### config.mk
export PLATFORM = sky130hd
export DESIGN_NAME = vehicle_detect_three_axis
export DESIGN_NICKNAME = d
export VERILOG_FILES = /design/src/hdl/vdta_pkg.sv /design/src/hdl/vehicle_detect_three_axis.sv /design/src/hdl/vdta_axis.sv
export SDC_FILE = /design/constraint.sdc
export NUM_CORES = 1
export LEC_CHECK = 0
export ABC_AREA = 1
export BUFFER_PORTS_ARGS = -buffer_cell sky130_fd_sc_hd__buf_2
export CAP_MARGIN = 20
export CORE_MARGIN = 2
export CORE_UTILIZATION = 25
export DETAILED_ROUTE_END_ITERATION = 6
export GPL_ROUTABILITY_DRIVEN = 0
export PLACE_DENSITY = 0.47
export SLEW_MARGIN = 30
export SYNTH_ARGS = -nofsm -noshare
export SYNTH_HDL_FRONTEND = slang
export SYNTH_SLANG_ARGS = --single-unit
### constraint.sdc
create_clock -name clk -period 22.8 [get_ports clk]
set_input_delay 4.56 -clock clk [delete_from_list [all_inputs] [get_ports clk]]
set_output_delay 4.56 -clock clk [all_outputs]
set_load 0.005 [all_outputs]
### src/hdl/vdta_pkg.sv
package vdta_pkg;

	localparam int AMPLITUDE_LIMIT_DEF = 250;
	localparam int HOLDOFF_STEP_DEF    = 40;

	localparam logic [15:0] HOLDOFF_RESET = 16'd80;

	localparam logic [7:0] UPPER_THRESHOLD_RST = 8'd30;
	localparam logic [7:0] LOWER_THRESHOLD_RST = 8'd15;
	localparam logic [7:0] REQUIRED_RUN_RST    = 8'd4;
	localparam logic [7:0] HOLDOFF_UNITS_RST   = 8'd5;

	typedef enum logic [1:0] {
		MODE_WAIT = 2'd0,
		MODE_DET  = 2'd1,
		MODE_ERR  = 2'd2
	} mode_t;

	typedef struct packed {
		logic [7:0] upper_threshold;
		logic [7:0] lower_threshold;
		logic [7:0] required_run;
		logic [7:0] holdoff_units;
	} cfg_t;

	typedef struct packed {
		logic counted;
		logic active;
	} axis_flags_t;

	function automatic logic [16:0] mag16(input logic signed [15:0] v);
		logic [16:0] ext;
		ext = {v[15], v};
		return v[15] ? (17'd0 - ext) : ext;
	endfunction

endpackage

### src/hdl/vehicle_detect_three_axis.sv
// Channel   Handshake            Payload
// input     in_valid / in_stall  sample_x/y/z, base_x/y/z (16 bit signed)
// output    out_valid/out_stall  total_x/y/z/combined, mode_x/y/z, error_bits, peak_x/y/z
// config    wr_en                wr_index (2 bit), wr_data (8 bit)
//
// One beat per cycle is sustained while out_stall is low; results are registered.
// The input register takes a beat while the previous result waits in the output stage.
// The axis state registers double as the output payload, so they only advance when the
// output stage is free or being emptied, and a stalled result holds.
// Reset loads the configuration defaults, clears all counters and puts every axis in
// waiting with a holdoff of eighty beats.
module vehicle_detect_three_axis #(
	parameter int AMPLITUDE_LIMIT = vdta_pkg::AMPLITUDE_LIMIT_DEF,
	parameter int HOLDOFF_STEP    = vdta_pkg::HOLDOFF_STEP_DEF
) (
	input  logic               clk,
	input  logic               arst_n,
	input  logic               wr_en,
	input  logic [1:0]         wr_index,
	input  logic [7:0]         wr_data,
	input  logic               in_valid,
	output logic               in_stall,
	input  logic signed [15:0] sample_x,
	input  logic signed [15:0] sample_y,
	input  logic signed [15:0] sample_z,
	input  logic signed [15:0] base_x,
	input  logic signed [15:0] base_y,
	input  logic signed [15:0] base_z,
	output logic               out_valid,
	input  logic               out_stall,
	output logic [31:0]        total_x,
	output logic [31:0]        total_y,
	output logic [31:0]        total_z,
	output logic [31:0]        total_combined,
	output logic [1:0]         mode_x,
	output logic [1:0]         mode_y,
	output logic [1:0]         mode_z,
	output logic [2:0]         error_bits,
	output logic signed [15:0] peak_x,
	output logic signed [15:0] peak_y,
	output logic signed [15:0] peak_z
);
	import vdta_pkg::*;

	localparam logic [1:0] REG_UPPER    = 2'd0;
	localparam logic [1:0] REG_LOWER    = 2'd1;
	localparam logic [1:0] REG_REQUIRED = 2'd2;
	localparam logic [1:0] REG_HOLDOFF  = 2'd3;

	cfg_t               cfg_q;
	logic               valid_s1;
	logic signed [15:0] smp_s1 [3];
	logic signed [15:0] bas_s1 [3];
	logic               out_valid_q;
	logic               advance, accept;
	axis_flags_t        flags [3];
	mode_t              mode [3];
	logic signed [15:0] peak [3];
	logic [2:0]         err;
	logic [31:0]        tot_q [4];
	logic               any_count, all_agree;

	always_ff @(posedge clk or negedge arst_n) begin
		if (!arst_n) begin
			cfg_q.upper_threshold <= UPPER_THRESHOLD_RST;
			cfg_q.lower_threshold <= LOWER_THRESHOLD_RST;
			cfg_q.required_run    <= REQUIRED_RUN_RST;
			cfg_q.holdoff_units   <= HOLDOFF_UNITS_RST;
		end else if (wr_en) begin
			unique case (wr_index)
				REG_UPPER:    cfg_q.upper_threshold <= wr_data;
				REG_LOWER:    cfg_q.lower_threshold <= wr_data;
				REG_REQUIRED: cfg_q.required_run    <= wr_data;
				REG_HOLDOFF:  cfg_q.holdoff_units   <= wr_data;
				default:      cfg_q <= cfg_q;
			endcase
		end
	end

	assign advance  = valid_s1 && (!out_valid_q || !out_stall);
	assign in_stall = valid_s1 && !advance;
	assign accept   = in_valid && !in_stall;

	always_ff @(posedge clk or negedge arst_n) begin
		if (!arst_n) begin
			valid_s1    <= 1'b0;
			out_valid_q <= 1'b0;
		end else begin
			if (accept) begin
				valid_s1 <= 1'b1;
			end else if (advance) begin
				valid_s1 <= 1'b0;
			end
			if (advance) begin
				out_valid_q <= 1'b1;
			end else if (!out_stall) begin
				out_valid_q <= 1'b0;
			end
		end
	end

	always_ff @(posedge clk) begin
		if (accept) begin
			smp_s1[0] <= sample_x;
			smp_s1[1] <= sample_y;
			smp_s1[2] <= sample_z;
			bas_s1[0] <= base_x;
			bas_s1[1] <= base_y;
			bas_s1[2] <= base_z;
		end
	end

	for (genvar a = 0; a < 3; a++) begin : g_axis
		vdta_axis #(
			.AMPLITUDE_LIMIT(AMPLITUDE_LIMIT),
			.HOLDOFF_STEP   (HOLDOFF_STEP)
		) u_axis (
			.clk   (clk),
			.arst_n(arst_n),
			.step  (advance),
			.cfg   (cfg_q),
			.sample(smp_s1[a]),
			.base  (bas_s1[a]),
			.flags (flags[a]),
			.mode  (mode[a]),
			.peak  (peak[a]),
			.err   (err[a])
		);
	end

	assign any_count = flags[0].counted | flags[1].counted | flags[2].counted;
	assign all_agree = (flags[0].counted | flags[0].active)
		& (flags[1].counted | flags[1].active)
		& (flags[2].counted | flags[2].active);

	always_ff @(posedge clk or negedge arst_n) begin
		if (!arst_n) begin
			for (int i = 0; i < 4; i++) begin
				tot_q[i] <= 32'd0;
			end
		end else if (advance) begin
			for (int i = 0; i < 3; i++) begin
				tot_q[i] <= tot_q[i] + 32'(flags[i].counted);
			end
			tot_q[3] <= tot_q[3] + 32'(any_count & all_agree);
		end
	end

	assign out_valid      = out_valid_q;
	assign total_x        = tot_q[0];
	assign total_y        = tot_q[1];
	assign total_z        = tot_q[2];
	assign total_combined = tot_q[3];
	assign mode_x         = mode[0];
	assign mode_y         = mode[1];
	assign mode_z         = mode[2];
	assign error_bits     = err;
	assign peak_x         = peak[0];
	assign peak_y         = peak[1];
	assign peak_z         = peak[2];

endmodule

### src/hdl/vdta_axis.sv
module vdta_axis #(
	parameter int AMPLITUDE_LIMIT = vdta_pkg::AMPLITUDE_LIMIT_DEF,
	parameter int HOLDOFF_STEP    = vdta_pkg::HOLDOFF_STEP_DEF
) (
	input  logic                  clk,
	input  logic                  arst_n,
	input  logic                  step,
	input  vdta_pkg::cfg_t        cfg,
	input  logic signed [15:0]    sample,
	input  logic signed [15:0]    base,
	output vdta_pkg::axis_flags_t flags,
	output vdta_pkg::mode_t       mode,
	output logic signed [15:0]    peak,
	output logic                  err
);
	import vdta_pkg::*;

	localparam logic [16:0] AMP_LIM   = 17'(AMPLITUDE_LIMIT);
	localparam logic [15:0] HOLD_STEP = 16'(HOLDOFF_STEP);

	mode_t              mode_q, mode_n;
	logic [15:0]        hold_q, hold_n;
	logic [7:0]         run_q, run_n, run_inc;
	logic signed [15:0] peak_q, peak_n;
	logic               err_q, err_n;
	logic [16:0]        smag, bmag, diff;
	logic [15:0]        reload;
	logic               counted;

	assign smag    = mag16(sample);
	assign bmag    = mag16(base);
	assign diff    = (smag >= bmag) ? (smag - bmag) : (bmag - smag);
	assign run_inc = (run_q == 8'hFF) ? run_q : run_q + 8'd1;
	assign reload  = 16'(cfg.holdoff_units) * HOLD_STEP;

	always_comb begin
		mode_n  = mode_q;
		hold_n  = hold_q;
		run_n   = run_q;
		counted = 1'b0;
		priority if (diff > AMP_LIM) begin
			mode_n = MODE_ERR;
		end else if (hold_q != 16'd0) begin
			hold_n = hold_q - 16'd1;
			run_n  = 8'd0;
		end else if (mode_q == MODE_WAIT) begin
			if (diff > {9'd0, cfg.upper_threshold}) begin
				run_n = run_inc;
				if (run_inc >= cfg.required_run) begin
					mode_n  = MODE_DET;
					counted = 1'b1;
				end
			end else begin
				run_n = 8'd0;
			end
		end else begin
			if (diff < {9'd0, cfg.lower_threshold}) begin
				run_n = run_inc;
				if (run_inc >= cfg.required_run) begin
					mode_n = MODE_WAIT;
				end
			end else begin
				run_n = 8'd0;
			end
		end
		if (mode_n != mode_q && mode_n != MODE_ERR) begin
			hold_n = reload;
		end
	end

	always_comb begin
		unique case (mode_n)
			MODE_WAIT: peak_n = '0;
			MODE_DET:  peak_n = (mag16(peak_q) < smag) ? sample : peak_q;
			default:   peak_n = peak_q;
		endcase
		err_n = err_q | (mode_n == MODE_ERR);
	end

	always_ff @(posedge clk or negedge arst_n) begin
		if (!arst_n) begin
			mode_q <= MODE_WAIT;
			hold_q <= HOLDOFF_RESET;
			run_q  <= 8'd0;
			peak_q <= '0;
			err_q  <= 1'b0;
		end else if (step) begin
			mode_q <= mode_n;
			hold_q <= hold_n;
			run_q  <= run_n;
			peak_q <= peak_n;
			err_q  <= err_n;
		end
	end

	assign flags.counted = counted;
	assign flags.active  = (mode_n != MODE_WAIT);
	assign mode          = mode_q;
	assign peak          = peak_q;
	assign err           = err_q;

	a_count_from_wait: assert property (@(posedge clk) disable iff (!arst_n)
		step && counted |-> mode_q == MODE_WAIT)
		else $error("vehicle counted on an axis that was not waiting");

	a_peak_clear_waiting: assert property (@(posedge clk) disable iff (!arst_n)
		mode_q == MODE_WAIT |-> peak_q == 16'sd0)
		else $error("peak not cleared while waiting");

	a_error_sticky: assert property (@(posedge clk) disable iff (!arst_n)
		mode_q == MODE_ERR |-> err_q)
		else $error("error mode without sticky error bit");

	a_hold_without_step: assert property (@(posedge clk) disable iff (!arst_n)
		!step |=> $stable(mode_q) && $stable(hold_q) && $stable(run_q))
		else $error("axis state changed without a beat");

endmodule

==> key figures <==
Floorplanning
  – Starting Density: 25.1%
  – Die Footprint: 125000 µm²
  – Die W: 354 µm
  – Die Ht: 354 µm
  – I/O Pins: just under 300
  – Row count: 128
  – Core area: 122000 µm²

Drt
  – DRC viols: 0
  – Wire per inst: 14.4 µm
  – Vias after detailed routing: 26600
  – Number of nets with antenna violations after routing: 0
  – Drt first pass iters: 5
  – Vias per cell: between 4 and 5
  – Drt total wl: 89.5 mm
  – Iter 0 DRT Violations: 1408

Power and ir drop
  – Leakage power figure: 19.1 nW
  – PwrDens: just over 70 nW/µm²
  – Peak supply drop: 0.0000523 V

Timing
  – Max transition margin: 39.2%
  – Setup ws final: between 10 and 15 ns
  – Final period util: 41.8%
  – Worst-Margin Slew: 0.912 ns
  – Setup Skew: 0.0361 ns
  – F_max: roughly 100 MHz
  – Setup repair after global routing missed its margin: no
  – Minimum clock period: 9.54 ns
  – Final Max Slew Viols: 0
  – Hold Fails Final Rpt: 0
  – # setup viols final: 0
  – Total negative slack: 0 ns

Clock network
  – Reg clk slew, reported paths: about 0.050 ns
  – Post_cts resized: 0
  – H-Tree Depth: 2
  – CTS tree: done
  – Post-cts hold buffer count: 0
  – Worst skew pair latency: 0.66 ns
  – Total CTS buffers: 48
  – Clock sinks: about 390
  – Post-CTS Setup Bufs: 0
  – Clock Tree Buf Depth: 3
  – Root Buffer Master: clkbuf_16

Global route
  – Gr ovfl total: 0
  – Number of global-route vias before repair: ~26000
  – Largest net degree at the start of global routing: 68
  – Initial antenna violation count: 8
  – GR Util All Layers: ~14%
  – First-pass GRT wire length: 143 mm

Yosys
  – Synth Flop Type: dfrtp_1
  – Area share of the largest cell type after synthesis: 22.4%
  – Post-synth EDFFs: 96
  – Async S/R FF share, synth: 75.2%
  – Largest area contributor in the netlist: dfrtp_1
  – Top cells by area, synth: dfrtp_1 (22%), nand2_1 (15%), ha_1 (10%)
  – Unique cell type count in the Yosys netlist: 68
  – Fraction of the yosys area taken by sequential cells: 33.3%
  – Syn Area/Cell: 7.20 µm²
  – Yosys warning total: 0
  – #FFs+latches synth: about 390
  – Netlist Area Pre-Place: 30500 µm²
  – Synthesized instance count: 4244

Layout
  – Nets: 4917
  – Multi-input gate area: 17200 µm²
  – Layout cell share with drive strength beyond 1: 11.5%
  – Post-layout util: between 20 and 30%
  – Area Overhead vs Synth: 16.2%
  – Sequential cell area: 10200 µm²
  – Fill count: 13300

Run status
  – Outcome: completed

Job
  – Max-Cap Viols: 0

Placement
  – Post-Place Setup Slack: between 10 and 15 ns
  – Port Buffers: just under 300
  – Dpl hpwl: between 70 and 80 mm

Setup path
  – Setup CP Type: input port to primary output
  – CP Data Arrival Time: 4.98 ns
  – Worst path required time: roughly 18 ns
  – CP Capture Type: primary output
  – R2r setup slk: roughly 14 ns
  – Crit-path max FO: 3
  – Nature of the critical path startpoint: input port

Worst hold path
  – Hold Crit Class: register to register
cell type report:
class	count	share of cell area, %
Timing Repair Buffer	303	4.41
Tap cell	1625	5.73
Multi-Input combinational cell	3057	48.4
Inverter	751	7.95
Clock inverter	21	0.917
Sequential cell	387	28.7
Antenna cell	4	0.0282
Clock buffer	68	3.85
layer usage:
| metal | wire, µm | global-route usage (%) |
|---|---|---|
| met5 | 13 | 0 |
| met4 | 2330 | 4.25 |
| met3 | 3290 | 2.27 |
| met2 | 42700 | 24.5 |
| met1 | 41200 | 18.2 |
through the flow:
stage	hold WS [ns]	cells	instance area [µm²]	power [mW]
after floorplan	0.443	4254	30600	1.51
after global placement	0.452	6122	33800	1.76
after detailed placement	0.458	6123	33800	1.77
after CTS	0.470	6212	35500	2.61
after global routing	0.492	6216	35500	2.79
final	0.467	6216	35500	2.57
cells in the mapped netlist, types with 15 or more instances:
cell type and count:
or2_2 15, a21oi_1 136, xnor2_1 74, o21ai_1 46, xor2_1 236, clkbuf_1 17
inv_2 28, nand2_2 34, nand2_1 1232, nand3_1 248, ha_1 251, nor3_1 99
buf_6 16, o21ai_0 115, nand4_1 75, dfstp_2 17, nor2_1 309, dfrtp_1 274
edfxtp_1 96, nor4_1 17, o22ai_1 17, inv_1 721
final timing paths:
path | depth (start not counted) | start | endpoint
max | 4 | out_stall | in_stall
min | 1 | total_z[31]$_DFFE_PN0P_ | total_z[31]$_DFFE_PN0P_
max reg2reg | 56 | smp_s1[0][16]$_DFFE_PP_ | total_combined[30]$_DFFE_PN0P_
min reg2reg | 1 | total_z[31]$_DFFE_PN0P_ | total_z[31]$_DFFE_PN0P_
max in group asynchronous | 3 | arst_n | g_axis[1].u_axis.peak[2]$_DFFE_PN0P_
min in group asynchronous | 1 | arst_n | total_combined[31]$_DFFE_PN0P_
critical path, cell delays in order:
cell	delay, ns
buf_2	0.08
nand2_2	0.07
nor2_1	0.13
buf_2	0.13
cells in the final DEF (no fill, tap or decap), types with 115 or more instances in the layout:
cell / n
a21oi_1: 136
buf_2: 296
dfrtp_1: 274
ha_1: 251
inv_1: 720
nand2_1: 1232
nand3_1: 248
nor2_1: 309
o21ai_0: 115
xor2_1: 236
power breakdown:
part	switching [mW]	internal [mW]	total, mW
logic	0.639	0.328	0.968
clock network	0.334	0.481	0.815
registers	0.0321	0.752	0.784
logic make-up after synthesis:
| group | after synthesis | synth area share [%] |
|---|---|---|
| simple gates | 2094 | 29.4 |
| xor+xnor | 310 | 8.89 |
| fa+ha+maj | 258 | 10.7 |
| flops | 387 | 33.3 |
| compound gates | 383 | 7.07 |
| other cells | 2 | 0.0246 |
| buf+inv | 810 | 10.5 |
registers in the layout, summed over array words and instances (netlist names), 6 cells and up:
name                  count
smp_s1                   48
g_axis.u_axis.peak       48
g_axis.u_axis.hold_q     48
bas_s1                   48
cfg_q                    32
total_z                  32
g_axis.u_axis.run_q      24
total_combined           32
total_x                  32
total_y                  32
g_axis.u_axis.mode        6
Note: power is estimated with default switching activity, not from simulation.
